$ cat config.mk
export PLATFORM = sky130hd
export DESIGN_NAME = gregorian_date_counter_top
export DESIGN_NICKNAME = d
export VERILOG_FILES = /design/src/hdl/gdc_pkg.sv /design/src/hdl/gregorian_date_counter_top.sv
export SDC_FILE = /design/constraint.sdc
export NUM_CORES = 1
export LEC_CHECK = 0
export ABC_AREA = 1
export BUFFER_PORTS_ARGS = -buffer_cell sky130_fd_sc_hd__clkbuf_2
export CORE_MARGIN = 2
export CORE_UTILIZATION = 60
export CTS_CLUSTER_SIZE = 20
export DETAILED_ROUTE_END_ITERATION = 6
export GPL_TIMING_DRIVEN = 0
export PLACE_DENSITY_LB_ADDON = 0.05
export SLEW_MARGIN = 20
export SYNTH_ARGS = -nofsm -noshare
export SYNTH_HDL_FRONTEND = slang
export SYNTH_SLANG_ARGS = --single-unit
$ cat constraint.sdc
create_clock -name clk -period 5.6 [get_ports clk]
set_clock_uncertainty 0.1 [all_clocks]
set_input_delay 0.56 -clock clk [delete_from_list [all_inputs] [get_ports clk]]
set_output_delay 0.56 -clock clk [all_outputs]
set_load 0.1 [all_outputs]
$ cat src/hdl/gdc_pkg.sv
package gdc_pkg;

  // Field widths
  localparam int MONTH_W = 4;
  localparam int DAY_W   = 5;
  localparam int YEAR_W  = 14;
  localparam int COUNT_W = 16;
  localparam int ORD_W   = 9;

  // Gregorian reform year: valid years lie strictly above it
  localparam logic [YEAR_W-1:0] REFORM_YEAR = 14'd1582;

  // floor(y / 25) = (y * LEAP_RECIP) >> LEAP_SHIFT, exact for any 14-bit y
  localparam int LEAP_SHIFT = 20;
  localparam logic [15:0] LEAP_RECIP = 16'd41944;
  localparam int QUOT_W = 10;
  localparam logic [4:0] LEAP_DIV = 5'd25;

  // Operation codes
  typedef enum logic [1:0] {
    OP_SET  = 2'd0,
    OP_ADV  = 2'd1,
    OP_CMP  = 2'd2,
    OP_NONE = 2'd3
  } op_t;

  // Compare result codes
  typedef enum logic [1:0] {
    ORD_EARLIER = 2'd0,
    ORD_EQUAL   = 2'd1,
    ORD_LATER   = 2'd2
  } order_t;

  // Configuration register indexes
  typedef enum logic [1:0] {
    CFG_MONTH = 2'd0,
    CFG_DAY   = 2'd1,
    CFG_YEAR  = 2'd2,
    CFG_SPARE = 2'd3
  } cfg_idx_t;

  localparam int CFG_W = YEAR_W;

  typedef struct packed {
    logic [1:0]         operation;
    logic [MONTH_W-1:0] in_month;
    logic [DAY_W-1:0]   in_day;
    logic [YEAR_W-1:0]  in_year;
    logic [COUNT_W-1:0] day_count;
  } cmd_t;

  typedef struct packed {
    logic               set_ok;
    logic [MONTH_W-1:0] cur_month;
    logic [DAY_W-1:0]   cur_day;
    logic [YEAR_W-1:0]  cur_year;
    logic [1:0]         order;
    logic [ORD_W-1:0]   day_of_year;
  } rsp_t;

  // Month length; months outside 1..12 are zero days long
  function automatic logic [DAY_W-1:0] month_days(input logic [MONTH_W-1:0] m,
                                                  input logic leap);
    logic [DAY_W-1:0] len;
    unique case (m)
      4'd1, 4'd3, 4'd5, 4'd7, 4'd8, 4'd10, 4'd12: len = 5'd31;
      4'd4, 4'd6, 4'd9, 4'd11:                    len = 5'd30;
      4'd2:                                       len = leap ? 5'd29 : 5'd28;
      default:                                    len = 5'd0;
    endcase
    return len;
  endfunction

  // Days in all valid months below m; months above 12 cover the whole year
  function automatic logic [ORD_W-1:0] days_before(input logic [MONTH_W-1:0] m,
                                                   input logic leap);
    logic [ORD_W-1:0] base;
    unique case (m)
      4'd0, 4'd1: base = 9'd0;
      4'd2:       base = 9'd31;
      4'd3:       base = 9'd59;
      4'd4:       base = 9'd90;
      4'd5:       base = 9'd120;
      4'd6:       base = 9'd151;
      4'd7:       base = 9'd181;
      4'd8:       base = 9'd212;
      4'd9:       base = 9'd243;
      4'd10:      base = 9'd273;
      4'd11:      base = 9'd304;
      4'd12:      base = 9'd334;
      default:    base = 9'd365;
    endcase
    return base + ((leap && m >= 4'd3) ? 9'd1 : 9'd0);
  endfunction

endpackage

$ cat src/hdl/gregorian_date_counter_top.sv
// Channel   | Signals                          | Handshake
// ----------+----------------------------------+-------------------------------
// command   | cmd (cmd_t)                      | start high while busy low
// result    | rsp (rsp_t)                      | done strobe, one cycle, no stall
// config    | cfg_we, cfg_index, cfg_data      | write when cfg_we high
//
// Set runs the leap test before its check; all operations end in ST_FIN and ST_OUT.
// Advance walks one month per ST_ADV_STEP and re-runs the leap test per year crossed.
// busy stays high until the result beat, which shows in the cycle busy drops;
// the next command may be accepted at the edge that ends that beat.
// Reset (rst, synchronous) loads 1/1/2000 into the defaults and the stored date.
// The receiver cannot stall results.
module gregorian_date_counter_top #(
  parameter int MAX_YEAR = 9999
) (
  input  logic                        clk,
  input  logic                        rst,
  input  logic                        start,
  output logic                        busy,
  input  gdc_pkg::cmd_t               cmd,
  output logic                        done,
  output gdc_pkg::rsp_t               rsp,
  input  logic                        cfg_we,
  input  logic [1:0]                  cfg_index,
  input  logic [gdc_pkg::CFG_W-1:0]   cfg_data
);

  localparam logic [gdc_pkg::YEAR_W-1:0] MAX_Y = gdc_pkg::YEAR_W'(MAX_YEAR);

  typedef enum logic [2:0] {
    ST_IDLE,
    ST_LEAP_MUL,
    ST_LEAP_RES,
    ST_SET_CHK,
    ST_ADV_STEP,
    ST_CMP,
    ST_FIN,
    ST_OUT
  } state_t;

  state_t state, ret_state;

  // Defaults and stored date
  logic [gdc_pkg::MONTH_W-1:0] def_month, month_reg;
  logic [gdc_pkg::DAY_W-1:0]   def_day, day_reg;
  logic [gdc_pkg::YEAR_W-1:0]  def_year, year_reg;

  // Latched command and work registers
  gdc_pkg::cmd_t               cmd_q;
  logic [gdc_pkg::COUNT_W-1:0] rem;
  logic [gdc_pkg::YEAR_W-1:0]  leap_yr;
  logic [gdc_pkg::QUOT_W-1:0]  quot;
  logic                        leap;
  logic                        ok_q;
  logic [1:0]                  ord_q;

  assign busy = (state != ST_IDLE);

  // Leap unit: multiply stage and residue stage
  logic [gdc_pkg::YEAR_W+15:0] quot_prod;
  logic [gdc_pkg::YEAR_W:0]    quot_x25;
  logic [gdc_pkg::YEAR_W:0]    resid;
  logic                        leap_next;

  assign quot_prod = {16'd0, leap_yr} * {{gdc_pkg::YEAR_W{1'b0}}, gdc_pkg::LEAP_RECIP};
  assign quot_x25  = (gdc_pkg::YEAR_W+1)'(quot) *
                     (gdc_pkg::YEAR_W+1)'(gdc_pkg::LEAP_DIV);
  assign resid     = {1'b0, leap_yr} - quot_x25;
  assign leap_next = (leap_yr[1:0] == 2'd0) &&
                     ((resid != '0) || (leap_yr[3:0] == 4'd0));

  // Set validation
  logic [gdc_pkg::DAY_W-1:0] in_len;
  logic                      set_valid;

  assign in_len    = gdc_pkg::month_days(cmd_q.in_month, leap);
  assign set_valid = (cmd_q.in_month >= 4'd1) && (cmd_q.in_month <= 4'd12) &&
                     (cmd_q.in_day >= 5'd1) && (cmd_q.in_day <= in_len) &&
                     (cmd_q.in_year > gdc_pkg::REFORM_YEAR) &&
                     (cmd_q.in_year <= MAX_Y);

  // Month step of the advance walk
  logic [gdc_pkg::DAY_W-1:0]   cur_len;
  logic                        has_room;
  logic [gdc_pkg::DAY_W-1:0]   room;
  logic                        fits;
  logic [gdc_pkg::COUNT_W-1:0] rem_next;
  logic [gdc_pkg::MONTH_W:0]   month_inc;

  assign cur_len   = gdc_pkg::month_days(month_reg, leap);
  assign has_room  = (day_reg < cur_len);
  assign room      = has_room ? (cur_len - day_reg) : '0;
  assign fits      = has_room && (rem <= gdc_pkg::COUNT_W'(room));
  assign rem_next  = rem - gdc_pkg::COUNT_W'(room) - 16'd1;
  assign month_inc = {1'b0, month_reg} + 5'd1;

  // Compare keys
  logic [gdc_pkg::YEAR_W+8:0] key_cur, key_in;

  assign key_cur = {year_reg, month_reg, day_reg};
  assign key_in  = {cmd_q.in_year, cmd_q.in_month, cmd_q.in_day};

  // Ordinal of the stored date
  logic [gdc_pkg::ORD_W-1:0] ordinal;

  assign ordinal = gdc_pkg::days_before(month_reg, leap) +
                   gdc_pkg::ORD_W'(day_reg);

  // Sequencer, date registers and result register
  always_ff @(posedge clk) begin
    if (rst) begin
      state     <= ST_IDLE;
      ret_state <= ST_IDLE;
      def_month <= 4'd1;
      def_day   <= 5'd1;
      def_year  <= 14'd2000;
      month_reg <= 4'd1;
      day_reg   <= 5'd1;
      year_reg  <= 14'd2000;
      done      <= 1'b0;
      ok_q      <= 1'b0;
      ord_q     <= gdc_pkg::ORD_EARLIER;
    end else begin
      done <= 1'b0;

      // Configuration writes
      if (cfg_we) begin
        unique case (cfg_index)
          gdc_pkg::CFG_MONTH: def_month <= cfg_data[gdc_pkg::MONTH_W-1:0];
          gdc_pkg::CFG_DAY:   def_day   <= cfg_data[gdc_pkg::DAY_W-1:0];
          gdc_pkg::CFG_YEAR:  def_year  <= cfg_data;
          default: ;
        endcase
      end

      unique case (state)
        ST_IDLE: begin
          if (start) begin
            cmd_q <= cmd;
            rem   <= cmd.day_count;
            ok_q  <= 1'b0;
            ord_q <= gdc_pkg::ORD_EARLIER;
            unique case (cmd.operation)
              gdc_pkg::OP_SET: begin
                leap_yr   <= cmd.in_year;
                ret_state <= ST_SET_CHK;
                state     <= ST_LEAP_MUL;
              end
              gdc_pkg::OP_ADV: begin
                priority if (cmd.day_count == '0) begin
                  state <= ST_FIN;
                end else if (year_reg > MAX_Y) begin
                  month_reg <= 4'd12;
                  day_reg   <= 5'd31;
                  year_reg  <= MAX_Y;
                  state     <= ST_FIN;
                end else begin
                  leap_yr   <= year_reg;
                  ret_state <= ST_ADV_STEP;
                  state     <= ST_LEAP_MUL;
                end
              end
              gdc_pkg::OP_CMP: state <= ST_CMP;
              default:         state <= ST_FIN;
            endcase
          end
        end

        ST_LEAP_MUL: begin
          quot  <= quot_prod[gdc_pkg::LEAP_SHIFT +: gdc_pkg::QUOT_W];
          state <= ST_LEAP_RES;
        end

        ST_LEAP_RES: begin
          leap  <= leap_next;
          state <= ret_state;
        end

        ST_SET_CHK: begin
          ok_q <= set_valid;
          if (set_valid) begin
            month_reg <= cmd_q.in_month;
            day_reg   <= cmd_q.in_day;
            year_reg  <= cmd_q.in_year;
          end else begin
            month_reg <= def_month;
            day_reg   <= def_day;
            year_reg  <= def_year;
          end
          state <= ST_FIN;
        end

        // One month per cycle; a year crossing pauses the walk to re-run the leap unit
        ST_ADV_STEP: begin
          priority if (rem == '0) begin
            state <= ST_FIN;
          end else if (fits) begin
            day_reg <= day_reg + rem[gdc_pkg::DAY_W-1:0];
            rem     <= '0;
            state   <= ST_FIN;
          end else begin
            rem     <= rem_next;
            day_reg <= 5'd1;
            if (month_inc > 5'd12) begin
              if (year_reg >= MAX_Y) begin
                month_reg <= 4'd12;
                day_reg   <= 5'd31;
                year_reg  <= MAX_Y;
                state     <= ST_FIN;
              end else begin
                month_reg <= 4'd1;
                year_reg  <= year_reg + 14'd1;
                leap_yr   <= year_reg + 14'd1;
                ret_state <= ST_ADV_STEP;
                state     <= ST_LEAP_MUL;
              end
            end else begin
              month_reg <= month_inc[gdc_pkg::MONTH_W-1:0];
            end
          end
        end

        ST_CMP: begin
          priority if (key_cur < key_in) ord_q <= gdc_pkg::ORD_EARLIER;
          else if (key_cur == key_in)    ord_q <= gdc_pkg::ORD_EQUAL;
          else                           ord_q <= gdc_pkg::ORD_LATER;
          state <= ST_FIN;
        end

        // Leap test of the stored year for the ordinal
        ST_FIN: begin
          leap_yr   <= year_reg;
          ret_state <= ST_OUT;
          state     <= ST_LEAP_MUL;
        end

        ST_OUT: begin
          rsp.set_ok      <= ok_q;
          rsp.cur_month   <= month_reg;
          rsp.cur_day     <= day_reg;
          rsp.cur_year    <= year_reg;
          rsp.order       <= ord_q;
          rsp.day_of_year <= ordinal;
          done            <= 1'b1;
          state           <= ST_IDLE;
        end

        default: state <= ST_IDLE;
      endcase
    end
  end

  // Checks
  a_done_single: assert property (@(posedge clk) disable iff (rst)
    done |=> !done)
    else $error("result strobe held more than one cycle");

  a_accept_busy: assert property (@(posedge clk) disable iff (rst)
    (start && !busy) |=> busy)
    else $error("accepted command did not raise busy");

  a_done_idle: assert property (@(posedge clk) disable iff (rst)
    done |-> !busy)
    else $error("result strobe while sequencer busy");

  a_ok_valid: assert property (@(posedge clk) disable iff (rst)
    (done && rsp.set_ok) |-> (cmd_q.operation == gdc_pkg::OP_SET &&
                              rsp.cur_month >= 4'd1 && rsp.cur_month <= 4'd12 &&
                              rsp.cur_day >= 5'd1))
    else $error("set reported valid with a bad stored date");

endmodule
==> results of run 1 <==
-- timing repair --
item,in CTS,in global routing
cloned,0,0
endpoints found under the setup margin,9,9
gates resized for setup,3,8
hold buffers,0,0
-- cell usage after synthesis (all sizes together), types with 8 or more instances --
library cell,n
o22ai,14
xnor2,16
dfxtp,64
edfxtp,99
nor2,141
xor2,34
ha,202
nand3,91
clkbuf,18
fa,84
a21oi,114
o221ai,8
o21ai,98
nand2,277
nor3,27
inv,363
o211ai,28
nand4,21
-- worst paths after layout --
check	depth (start not counted)	slack [ns]	from	end
max reg2reg	15	0.32	leap_yr[13]	quot[8]
max	15	0.32	leap_yr[13]	quot[8]
min reg2reg	2	0.36	def_year[5]	def_year[5]
min	1	0.19	cmd[36]	cmd_q[36]
-- kinds of logic after synthesis --
kind of cell    count (synthesis)  synth area share (%)
compound gates                300                  11.9
xor+xnor                       50                  3.02
fa+ha+maj                     286                  29.0
buf+inv                       389                  10.1
flops                         163                  29.3
simple gates                  566                  16.7
-- placed cells by master (no fill, tap or decap), types with 16 or more instances in the layout --
master	n
nor2_1	131
xnor2_1	16
clkbuf_2	96
edfxtp_1	99
o21ai_0	96
o211ai_1	28
ha_1	200
xor2_1	34
nand4_1	21
inv_1	355
nand3_1	88
fa_1	84
clkbuf_16	17
clkbuf_1	18
nand2_1	272
a21oi_1	114
nor3_1	26
dfxtp_1	62
-- final cells by class --
type / count / area (µm²) / area share [%]
Multi-Input combinational cell: 1202 / 8850 / 54.9
Sequential cell: 163 / 4260 / 26.4
Inverter: 364 / 1370 / 8.47
Timing Repair Buffer: 101 / 515 / 3.20
Clock buffer: 17 / 425 / 2.64
Tap cell: 319 / 399 / 2.47
Clock inverter: 15 / 206 / 1.28
Buffer: 25 / 106 / 0.659
-- metal layers --
layer | part of all wire, % | vias to the layer above | track usage (%) | routed length (µm)
li1 | - | 6013 | - | -
met1 | 41 | 5717 | 36.9 | 15700
met2 | 50 | 359 | 55.4 | 19100
met3 | 4.6 | 87 | 3.36 | 1760
met4 | 4.1 | 0 | 14.3 | 1580
met5 | 0 | - | 0 | 0
-- worst max-delay path, stage by stage, from the launching register on --
cell      delay [ns]
edfxtp_1        0.71
fa_1            0.52
ha_1            0.32
fa_1            0.48
fa_1            0.52
fa_1            0.49
ha_1            0.38
nand2_1         0.09
nor2_1          0.11
inv_1           0.06
nor3_1          0.31
o21ai_0         0.24
nand3_1         0.18
nand3_1         0.10
nand2_1         0.08
xor2_1          0.35
-- through the flow --
stage                     util, %  cells  worst slack (ns)  TNS [ns]  hold slack, ns
after floorplan                 -   1754             0.988         0           0.309
after global placement       65.2   2169            -0.184     -6.57           0.341
after detailed placement     65.4   2174            -0.235     -1.01           0.346
after CTS                    68.1   2206             0.121         0           0.184
after global routing         68.3   2206           -0.0220   -0.0220           0.185
final                        68.3   2206             0.323         0           0.192
==> impl_table.tex, run 1 <==
\begin{tabular}{lr}
\hline
Metric & Value \\
\hline
\multicolumn{2}{l}{\textbf{Synth}} \\
\quad Synth warnings & 0 \\
\quad Post-Syn Nets & 2,101 \\
\quad Distinct cell type count after synthesis & 45 \\
\quad Top post-synthesis cells by area & edfxtp\_1 (20\%), ha\_1 (17\%), fa\_1 (12\%) \\
\quad Count of flip-flops with a built-in enable after synthesis & 99 \\
\quad \#FFs+latches synth & approximately 160 \\
\quad Synth Instances & 1,754 \\
\quad Sequential area share after synthesis & 29.3\% \\
\quad Syn avg cell area & 8.28 µm² \\
\quad Cell type with the largest total area after synthesis & edfxtp\_1 \\
\quad Asr flop ratio synth & 0\% \\
\quad Ys flop type & edfxtp\_1 \\
\quad Post-synth top area share & 20.5\% \\
\quad Post-synthesis instance area & 14,500 µm² \\
\multicolumn{2}{l}{\textbf{Worst setup path}} \\
\quad Maximum fanout along the worst path & 9 \\
\quad Required time reported for the critical path endpoint & 5.70 ns \\
\quad Data arrival time of the worst path & about 5.4 ns \\
\quad Classification of the worst setup path & reg2reg \\
\quad Endpoint type of the worst setup path & flop \\
\quad Startpoint kind of the worst setup timing path & flop \\
\multicolumn{2}{l}{\textbf{Clocking}} \\
\quad Post-CTS setup buffer count & 0 \\
\quad CTS Sinks & 163 \\
\quad Cell chosen for the clock root & clkbuf\_16 \\
\quad Clk buf depth & 2 \\
\quad Number of CTS-inserted buffers & 17 \\
\quad Later-pin clock latency in the skew report & 0.44 ns \\
\quad Worst-path clk slew & 0.08 ns \\
\quad CTS H-tree depth & 4 \\
\quad TritonCTS clock tree & done \\
\multicolumn{2}{l}{\textbf{Drt}} \\
\quad Antenna-violating nets left & 0 \\
\quad Number of detailed-routing iterations run before antenna repair & 6 \\
\quad Routed wire per std cell & 17.3 µm \\
\quad Per-cell via count in the routed design & 5.52 \\
\quad Total via count after detailed routing & 12,200 \\
\quad Drt drc & 0 \\
\quad Initial drt markers & 833 \\
\quad Total routed wirelength & 38,200 µm \\
\multicolumn{2}{l}{\textbf{Timing}} \\
\quad Clock period minus worst slack & roughly 5.3 ns \\
\quad Final period utilization & 94.2\% \\
\quad Slew margin rel. & 44.6\% \\
\quad Highest clock rate & 0.190 GHz \\
\quad Setup-violating endpoint count in the final report & 0 \\
\quad Number of hold violations in the final report & 0 \\
\quad Slew of the pin with the lowest slew margin & 0.831 ns \\
\quad Pins Over Slew Limit & 0 \\
\multicolumn{2}{l}{\textbf{Global routing}} \\
\quad Global-route wire length before repair & 62,000 µm \\
\quad Via count of the first global-routing pass & 12,400 \\
\quad Maximum number of pins on one net before global-route repair & 24 \\
\quad Overall Global Routing Usage & 30.8\% \\
\quad Initial antenna violation count & 0 \\
\quad Aggregate global routing overflow & 0 \\
\multicolumn{2}{l}{\textbf{Die}} \\
\quad Number of rows in the core area & 56 \\
\quad Full die area & 25,500 µm² \\
\quad Die boundary width & $\sim$160 µm \\
\quad I/O pin count & 98 \\
\quad Die Ht & 160 µm \\
\quad Starting density of the core & 61.5\% \\
\quad Area of the placeable core & 23,600 µm² \\
\multicolumn{2}{l}{\textbf{Outcome}} \\
\quad Status & completed \\
\multicolumn{2}{l}{\textbf{Min path}} \\
\quad Worst min-delay path category & in2reg \\
\multicolumn{2}{l}{\textbf{Cells and area}} \\
\quad Register bank with the most flops & rsp \\
\quad Post-layout instance area & 16,100 µm² \\
\quad Number of nets in the final layout & between 2,000 and 2,500 \\
\quad Number of flip-flops in the largest register & 35 \\
\quad Number of fill cells & 2,043 \\
\quad Share of cells above drive strength 1 & roughly a tenth \\
\quad Number of diodes & 0 \\
\quad Relative area change from synthesis to final layout & 11.1\% \\
\quad Top Registers & rsp: 35 flops, cmd\_q: 23 flops, rem: 16 flops \\
\multicolumn{2}{l}{\textbf{Place}} \\
\quad Cell Area, Placed & between 15,000 and 20,000 µm² \\
\quad DPL Wire Length & 31,600 µm \\
\quad RD Place Congestion & 0.926 \\
\quad Number of buffers inserted by port buffering & 96 \\
\multicolumn{2}{l}{\textbf{Run}} \\
\quad Max-capacitance violation count & 0 \\
\hline
\end{tabular}
Power of run 1 is left out: the tool's default activity adds up to more than one toggle a clock period on the data nets, which glitch-free logic cannot reach.
==> run 2: changes to the inputs <==
--- a/config.mk
+++ b/config.mk
@@ -5,7 +5,6 @@
 export SDC_FILE = /design/constraint.sdc
 export NUM_CORES = 1
 export LEC_CHECK = 0
-export ABC_AREA = 1
 export BUFFER_PORTS_ARGS = -buffer_cell sky130_fd_sc_hd__clkbuf_2
 export CORE_MARGIN = 2
 export CORE_UTILIZATION = 60
==> run 2 against run 1 <==
  * Critical endpoint is now quot[9]
  * Sequential share of layout area grew 1.0 points
  * Wire length fell by 8.2%
  * Sequential cell count unchanged
  * Design area shrank 3.8%
  * Synthesized area shrank 4.2%
  * Die area is 4.1% lower
==> impl_table.tex, run 2 <==
\begin{tabular}{lr}
\hline
Metric & Value \\
\hline
\multicolumn{2}{l}{\textbf{Synth}} \\
\quad Ys flop type & edfxtp\_1 \\
\quad Cell type with the largest total area after synthesis & edfxtp\_1 \\
\quad Post-Syn Nets & 1,782 (-15\%) \\
\quad Synth warnings & 0 (unchanged) \\
\quad Commonest cells in the netlist & inv\_1 (221), ha\_1 (202), nand2\_1 (110) \\
\quad \#FFs+latches synth & 163 (unchanged) \\
\quad Count of flip-flops with a built-in enable after synthesis & 99 (unchanged) \\
\quad Top post-synthesis cells by area & edfxtp\_1 (21\%), ha\_1 (18\%), fa\_1 (12\%) \\
\quad Synth Instances & 1,435 (-18\%) \\
\quad Most used standard cell by instance count after synthesis & inv\_1 \\
\quad Asr flop ratio synth & 0\% (unchanged) \\
\quad Post-synthesis instance area & 13,900 µm² (-4.2\%) \\
\quad Sequential area share after synthesis & 30.6\% (+1.3 points) \\
\quad Distinct cell type count after synthesis & 80 (+78\%) \\
\quad Post-synth top area share & 21.4\% (+0.90 points) \\
\quad Syn avg cell area & 9.69 µm² (+17\%) \\
\multicolumn{2}{l}{\textbf{Min path}} \\
\quad Worst Hold Endpoint & cmd\_q[31] \\
\quad Worst hold path depth & 1 (unchanged) \\
\quad Worst min-delay path category & in2reg \\
\quad Hold Startpoint & cmd[31] \\
\multicolumn{2}{l}{\textbf{Die}} \\
\quad Die boundary width & 156 µm (-2.1\%) \\
\quad Die Ht & 156 µm (-2.1\%) \\
\quad Starting density of the core & 61.2\% (-0.25 points) \\
\quad I/O pin count & 98 (unchanged) \\
\quad Number of rows in the core area & 55 (-1.8\%) \\
\quad Area of the placeable core & 22,700 µm² (-3.8\%) \\
\quad Full die area & 24,400 µm² (-4.1\%) \\
\multicolumn{2}{l}{\textbf{Clocking}} \\
\quad Number of CTS-inserted buffers & 17 (unchanged) \\
\quad Later-pin clock latency in the skew report & 0.44 ns (about the same) \\
\quad CTS H-tree depth & 4 (unchanged) \\
\quad Clk buf depth & 2 (unchanged) \\
\quad TritonCTS clock tree & done \\
\quad Cell chosen for the clock root & clkbuf\_16 \\
\quad CTS Sinks & 163 (unchanged) \\
\quad Worst-path clk slew & 0.07 ns (about the same) \\
\multicolumn{2}{l}{\textbf{Drt}} \\
\quad Drt drc & 0 (unchanged) \\
\quad Routed wire per std cell & 18.8 µm (+8.9\%) \\
\quad Number of detailed-routing iterations run before antenna repair & 5 (-1) \\
\quad Initial drt markers & 890 (+6.8\%) \\
\quad Total routed wirelength & 35,000 µm (-8.2\%) \\
\quad Per-cell via count in the routed design & 5.87 (+6.4\%) \\
\quad Total via count after detailed routing & 10,900 (-10\%) \\
\quad Antenna-violating nets left & 0 (unchanged) \\
\multicolumn{2}{l}{\textbf{Place}} \\
\quad RD Place Congestion & 0.933 (+0.80\%) \\
\quad DPL Wire Length & 28,200 µm (-11\%) \\
\quad Number of buffers inserted by port buffering & 97 (+1.0\%) \\
\multicolumn{2}{l}{\textbf{Cells and area}} \\
\quad Number of diodes & 0 (unchanged) \\
\quad Top Registers & rsp: 35 flops, cmd\_q: 23 flops, rem: 16 flops \\
\quad Highest-count cells in the layout ignoring fill and taps & inv\_1 (221), ha\_1 (202), nand2\_1 (109), edfxtp\_1 (99), clkbuf\_2 (98) \\
\quad Most frequent standard cell in the layout excluding fill and tap cells & inv\_1 \\
\quad Share of cells above drive strength 1 & 12.1\% (+2.7 points) \\
\quad Utilization after layout & 68.3\% (about the same) \\
\quad Number of flip-flops in the largest register & 35 (unchanged) \\
\quad Relative area change from synthesis to final layout & 11.6\% \\
\quad Register bank with the most flops & rsp \\
\quad Number of nets in the final layout & 1,910 (-14\%) \\
\multicolumn{2}{l}{\textbf{Timing}} \\
\quad Clock period minus worst slack & 5.37 ns (+0.0890 ns) \\
\quad Final period utilization & 95.8\% (+1.6 points) \\
\quad Setup-violating endpoint count in the final report & 0 (unchanged) \\
\quad Slew of the pin with the lowest slew margin & 1.05 ns (+0.220 ns) \\
\quad Number of hold violations in the final report & 0 (unchanged) \\
\quad Pins Over Slew Limit & 0 (unchanged) \\
\quad Highest clock rate & 0.186 GHz (-1.7\%) \\
\quad Slew margin rel. & 29.0\% (-16 points) \\
\multicolumn{2}{l}{\textbf{Global routing}} \\
\quad Aggregate global routing overflow & 0 (unchanged) \\
\quad Via count of the first global-routing pass & 11,000 (-11\%) \\
\quad Global-route wire length before repair & 56,100 µm (-9.5\%) \\
\quad Initial antenna violation count & 0 (unchanged) \\
\quad Overall Global Routing Usage & 29.8\% (-0.94 points) \\
\quad Maximum number of pins on one net before global-route repair & 24 (unchanged) \\
\multicolumn{2}{l}{\textbf{Worst setup path}} \\
\quad Endpoint type of the worst setup path & flop \\
\quad Maximum fanout along the worst path & 6 (-3) \\
\quad Classification of the worst setup path & reg2reg \\
\quad Worst r2r path cells & 16 (+1) \\
\quad Minimum setup slack among reg-to-reg paths & 0.23 ns (-0.09 ns) \\
\quad Startpoint kind of the worst setup timing path & flop \\
\quad Data arrival time of the worst path & 5.43 ns (+0.05 ns) \\
\quad Worst flop-to-flop path startpoint & leap\_yr[9] \\
\quad Capture point of the worst reg-to-reg path & quot[9] \\
\quad Required time reported for the critical path endpoint & 5.67 ns (-0.03 ns) \\
\quad First element of the critical path & leap\_yr[9] \\
\multicolumn{2}{l}{\textbf{Outcome}} \\
\quad Status & completed \\
\multicolumn{2}{l}{\textbf{Run}} \\
\quad Max-capacitance violation count & 0 (unchanged) \\
\hline
\end{tabular}
run 2: per-layer routing:
metal | global-route usage, % | wire (µm) | up-vias
li1 | - | - | 5266
met5 | 0 | 0 | -
met3 | 3.21 | 1810 | 97
met2 | 52.8 | 17500 | 396
met1 | 36.3 | 14100 | 5167
met4 | 14.9 | 1630 | 0
run 2: how the worst max path moves through the flow:
stage                  to  cells past startpoint
2_1_floorplan     quot[0]                     17
3_3_place_gp      quot[9]                     14
3_5_place_dp      quot[9]                     14
4_1_cts        leap_yr[5]                     17
5_1_grt              flop                     24
6_report          quot[9]                     16
run 2: stage by stage:
stage               instance area [µm²]  setup slack, ns  setup TNS [ns]  hold WS, ns  instances
finish                            15500            0.234               0        0.203       1861
global route                      15500          -0.0168         -0.0219        0.199       1861
CTS                               15400          0.00490               0        0.194       1853
detailed placement                14800          -0.0507         -0.0507        0.338       1819
global placement                  14700          0.00649               0        0.336       1817
floorplan                         13900            0.780               0        0.308       1435
run 2: area by class of cell:
class | instances | area, µm²
plain buffers | 36 | 149
clock buffers | 20 | 468
clock inverters | 12 | 119
fillers | 1811 | 7190
inverters | 225 | 845
multi-input cells | 1011 | 8720
flip-flops and latches | 163 | 4260
well taps | 285 | 357
repair buffers | 109 | 599
run 2: cell families after synthesis:
kind of cell / after synthesis / synth area share (%)
and+or+nand+nor: 355 / 12.5
AOI/OAI and AO/OA: 287 / 13.9
adders and majority gates: 286 / 30.3
buffers and inverters: 261 / 7.14
DFF: 163 / 30.6
xor gates and xnor gates: 51 / 3.21
muxes: 32 / 2.34
run 2: what timing repair did:
item	in CTS	in global routing
gates resized for setup	0	11
setup endpoints to repair	1	36
pin swaps	0	3
setup buffers	2	8
cloned	0	0
hold buffers	0	0
run 2: critical path, stage by stage, from the launching register on:
cell      delay [ns]
edfxtp_1        0.53
ha_1            0.41
inv_1           0.07
fa_1            0.50
fa_1            0.52
inv_1           0.05
fa_1            0.47
fa_1            0.49
ha_1            0.32
o21ai_0         0.09
a21oi_1         0.33
o21ai_0         0.18
a21o_1          0.18
a21oi_1         0.32
a211oi_1        0.15
nor3_1          0.26
xnor2_1         0.11
Power of run 2 is left out for the same reason.
==> run 3: changes to the inputs <==
--- a/config.mk
+++ b/config.mk
@@ -7,7 +7,7 @@
 export LEC_CHECK = 0
 export BUFFER_PORTS_ARGS = -buffer_cell sky130_fd_sc_hd__clkbuf_2
 export CORE_MARGIN = 2
-export CORE_UTILIZATION = 60
+export CORE_UTILIZATION = 55
 export CTS_CLUSTER_SIZE = 20
 export DETAILED_ROUTE_END_ITERATION = 6
 export GPL_TIMING_DRIVEN = 0
==> run 3 against run 2 <==
  * Sequential cell count unchanged
  * Worst hold slack got worse by 0.00064 ns
  * Non-clock buffer count rose by 5
  * Final cell count rose by 2.7%
  * First-iteration DRC count grew 2.8%
  * Core utilization fell by 5.8 points
  * Sequential share of layout area is 0.17 points lower
  * Die area grew 8.9%
  * Register-to-register slack improved by 0.06 ns
  * Maximum frequency rose by 1.1%
  * Worst setup slack improved by 0.060 ns
  * Wire length is 0.71% lower
  * Critical endpoint unchanged
==> impl_table.tex, run 3 (synthesis results as in run 2) <==
\begin{tabular}{lr}
\hline
Metric & Value \\
\hline
\multicolumn{2}{l}{\textbf{Worst setup path}} \\
\quad Data arrival time of the worst path & 5.38 ns (-0.05 ns) \\
\quad Maximum fanout along the worst path & 5 (-1) \\
\quad Required time reported for the critical path endpoint & 5.68 ns (about the same) \\
\quad Ordered cell list for the critical path & buf\_4 > fa\_1 > ha\_1 > fa\_1 > fa\_1 > fa\_1 > ha\_1 > nand4\_1 > a21oi\_1 > o21ai\_0 > a21o\_1 > a21oi\_1 > a211oi\_1 > nor3\_1 > xnor2\_1 \\
\quad Combined buffer and inverter count along the critical path & 1 (-1) \\
\quad Classification of the worst setup path & reg2reg \\
\quad Endpoint type of the worst setup path & flop \\
\quad Slowest library cell on the worst path & fa\_1 \\
\quad Startpoint kind of the worst setup timing path & flop \\
\quad Cell repeated most along the worst path & fa\_1 \\
\quad Critical Path Max Stage Delay & 0.56 ns (+0.03 ns) \\
\quad Cell family with the largest share of critical-path delay & adder cells \\
\multicolumn{2}{l}{\textbf{Global routing}} \\
\quad Aggregate global routing overflow & 0 (unchanged) \\
\quad Maximum number of pins on one net before global-route repair & 22 (-8.3\%) \\
\quad Via count of the first global-routing pass & 10,600 (-4.0\%) \\
\quad Initial antenna violation count & 0 (unchanged) \\
\quad Global-route wire length before repair & 55,300 µm (-1.4\%) \\
\quad Overall Global Routing Usage & 27.0\% (-2.9 points) \\
\multicolumn{2}{l}{\textbf{Clocking}} \\
\quad Later-pin clock latency in the skew report & 0.44 ns (about the same) \\
\quad Clk buf depth & 2 (unchanged) \\
\quad CTS H-tree depth & 4 (unchanged) \\
\quad CTS Sinks & 163 (unchanged) \\
\quad Cell chosen for the clock root & clkbuf\_16 \\
\quad Number of CTS-inserted buffers & 17 (unchanged) \\
\quad Worst-path clk slew & 0.07 ns (about the same) \\
\quad TritonCTS clock tree & done \\
\quad Cts hold-fix bufs & 0 (unchanged) \\
\multicolumn{2}{l}{\textbf{Drt}} \\
\quad Drt drc & 0 (unchanged) \\
\quad Total via count after detailed routing & 10,800 (-0.76\%) \\
\quad Antenna-violating nets left & 0 (unchanged) \\
\quad Per-cell via count in the routed design & 5.67 (-3.4\%) \\
\quad Number of detailed-routing iterations run before antenna repair & 5 (unchanged) \\
\quad Total routed wirelength & 34,800 µm (-0.71\%) \\
\quad Initial drt markers & 915 (+2.8\%) \\
\quad Routed wire per std cell & 18.2 µm (-3.3\%) \\
\multicolumn{2}{l}{\textbf{Cells and area}} \\
\quad Post-layout instance area & 15,600 µm² (+0.63\%) \\
\quad Share of cells above drive strength 1 & 12.4\% (+0.34 points) \\
\quad Top Registers & rsp: 35 flops, cmd\_q: 23 flops, rem: 16 flops \\
\quad Number of fill cells & 2,182 (+20\%) \\
\quad Number of flip-flops in the largest register & 35 (unchanged) \\
\quad Register bank with the most flops & rsp \\
\quad Relative area change from synthesis to final layout & 12.3\% \\
\quad Most frequent standard cell in the layout excluding fill and tap cells & inv\_1 \\
\quad Number of diodes & 0 (unchanged) \\
\quad Highest-count cells in the layout ignoring fill and taps & inv\_1 (221), ha\_1 (202), nand2\_1 (109), edfxtp\_1 (99), clkbuf\_2 (98) \\
\quad Number of nets in the final layout & 1,915 (+0.26\%) \\
\multicolumn{2}{l}{\textbf{Timing}} \\
\quad Slew of the pin with the lowest slew margin & 1.04 ns (-0.00900 ns) \\
\quad Clock period minus worst slack & 5.31 ns (-0.0600 ns) \\
\quad Highest clock rate & 0.188 GHz (+1.1\%) \\
\quad Final period utilization & 94.8\% (-1.1 points) \\
\quad Slew margin rel. & 29.9\% (+0.92 points) \\
\quad Setup TNS after final layout & 0 ns (unchanged) \\
\quad Pins Over Slew Limit & 0 (unchanged) \\
\quad Setup-violating endpoint count in the final report & 0 (unchanged) \\
\quad Number of hold violations in the final report & 0 (unchanged) \\
\multicolumn{2}{l}{\textbf{Die}} \\
\quad Full die area & 26,600 µm² (+8.9\%) \\
\quad Die boundary width & 163 µm (+4.3\%) \\
\quad Number of rows in the core area & 58 (+5.5\%) \\
\quad Die Ht & 163 µm (+4.3\%) \\
\quad Starting density of the core & 55.7\% (-5.5 points) \\
\quad Area of the placeable core & 25,000 µm² (+9.9\%) \\
\quad I/O pin count & 98 (unchanged) \\
\multicolumn{2}{l}{\textbf{Place}} \\
\quad RD Place Congestion & 0.915 (-1.9\%) \\
\quad DPL Wire Length & 28,100 µm (about the same) \\
\quad Cell Area, Placed & 14,900 µm² (+0.57\%) \\
\quad Number of buffers inserted by port buffering & 97 (unchanged) \\
\multicolumn{2}{l}{\textbf{Outcome}} \\
\quad Status & completed \\
\multicolumn{2}{l}{\textbf{Run}} \\
\quad Max-capacitance violation count & 0 (unchanged) \\
\multicolumn{2}{l}{\textbf{Min path}} \\
\quad Worst min-delay path category & in2reg \\
\hline
\end{tabular}
[run 3: final timing paths]
kind / startpoint / end / slack (ns) / depth (start not counted)
setup / recovery: leap_yr[10] / quot[9] / 0.29 / 15
hold / removal: cmd[37] / cmd_q[37] / 0.20 / 1
setup reg to reg: leap_yr[10] / quot[9] / 0.29 / 15
hold reg to reg: ord_q[1] / rsp[10] / 0.34 / 0
[run 3: final cells by class]
cell class              count  area [µm²]  area share (%)
plain buffers              36         149           0.954
well taps                 330         413            2.64
inverters                 225         845            5.41
flip-flops and latches    163        4260            27.3
clock buffers              19         454            2.91
clock inverters            13         115           0.737
multi-input cells        1011        8720            55.9
repair buffers            114         657            4.21
[run 3: metal layers]
layer	GRT usage, %	up-vias	share of wire, %
li1	-	5276	-
met1	35.6	5202	44
met2	46.4	300	49
met3	3.23	65	4.8
met4	8.41	0	2.9
met5	0	-	0
[run 3: what timing repair did]
item,in CTS,in global routing
setup endpoints to repair,6,40
setup buffers,0,14
pin swaps,0,1
resized for setup,2,11
[run 3: per-stage QoR]
stage / setup WS (ns) / util (%) / cells / hold slack (ns)
floorplan: 0.780 / - / 1435 / 0.308
global placement: 0.0570 / 59.3 / 1862 / 0.322
detailed placement: 0.0207 / 59.7 / 1865 / 0.326
CTS: 0.0224 / 62.0 / 1897 / 0.197
global route: -0.00619 / 62.5 / 1911 / 0.195
finish: 0.294 / 62.5 / 1911 / 0.202
[run 3: worst reg2reg max path, delay by kind of cell, from the launching register on]
kind	cells	cell delay, ns
DFF	1	0.50
and+or+nand+nor	2	0.36
xor gates and xnor gates	1	0.10
adders and majority gates	6	2.70
AOI/OAI and AO/OA	5	1.09
buffers and inverters	1	0.21
Power of run 3 is left out for the same reason.
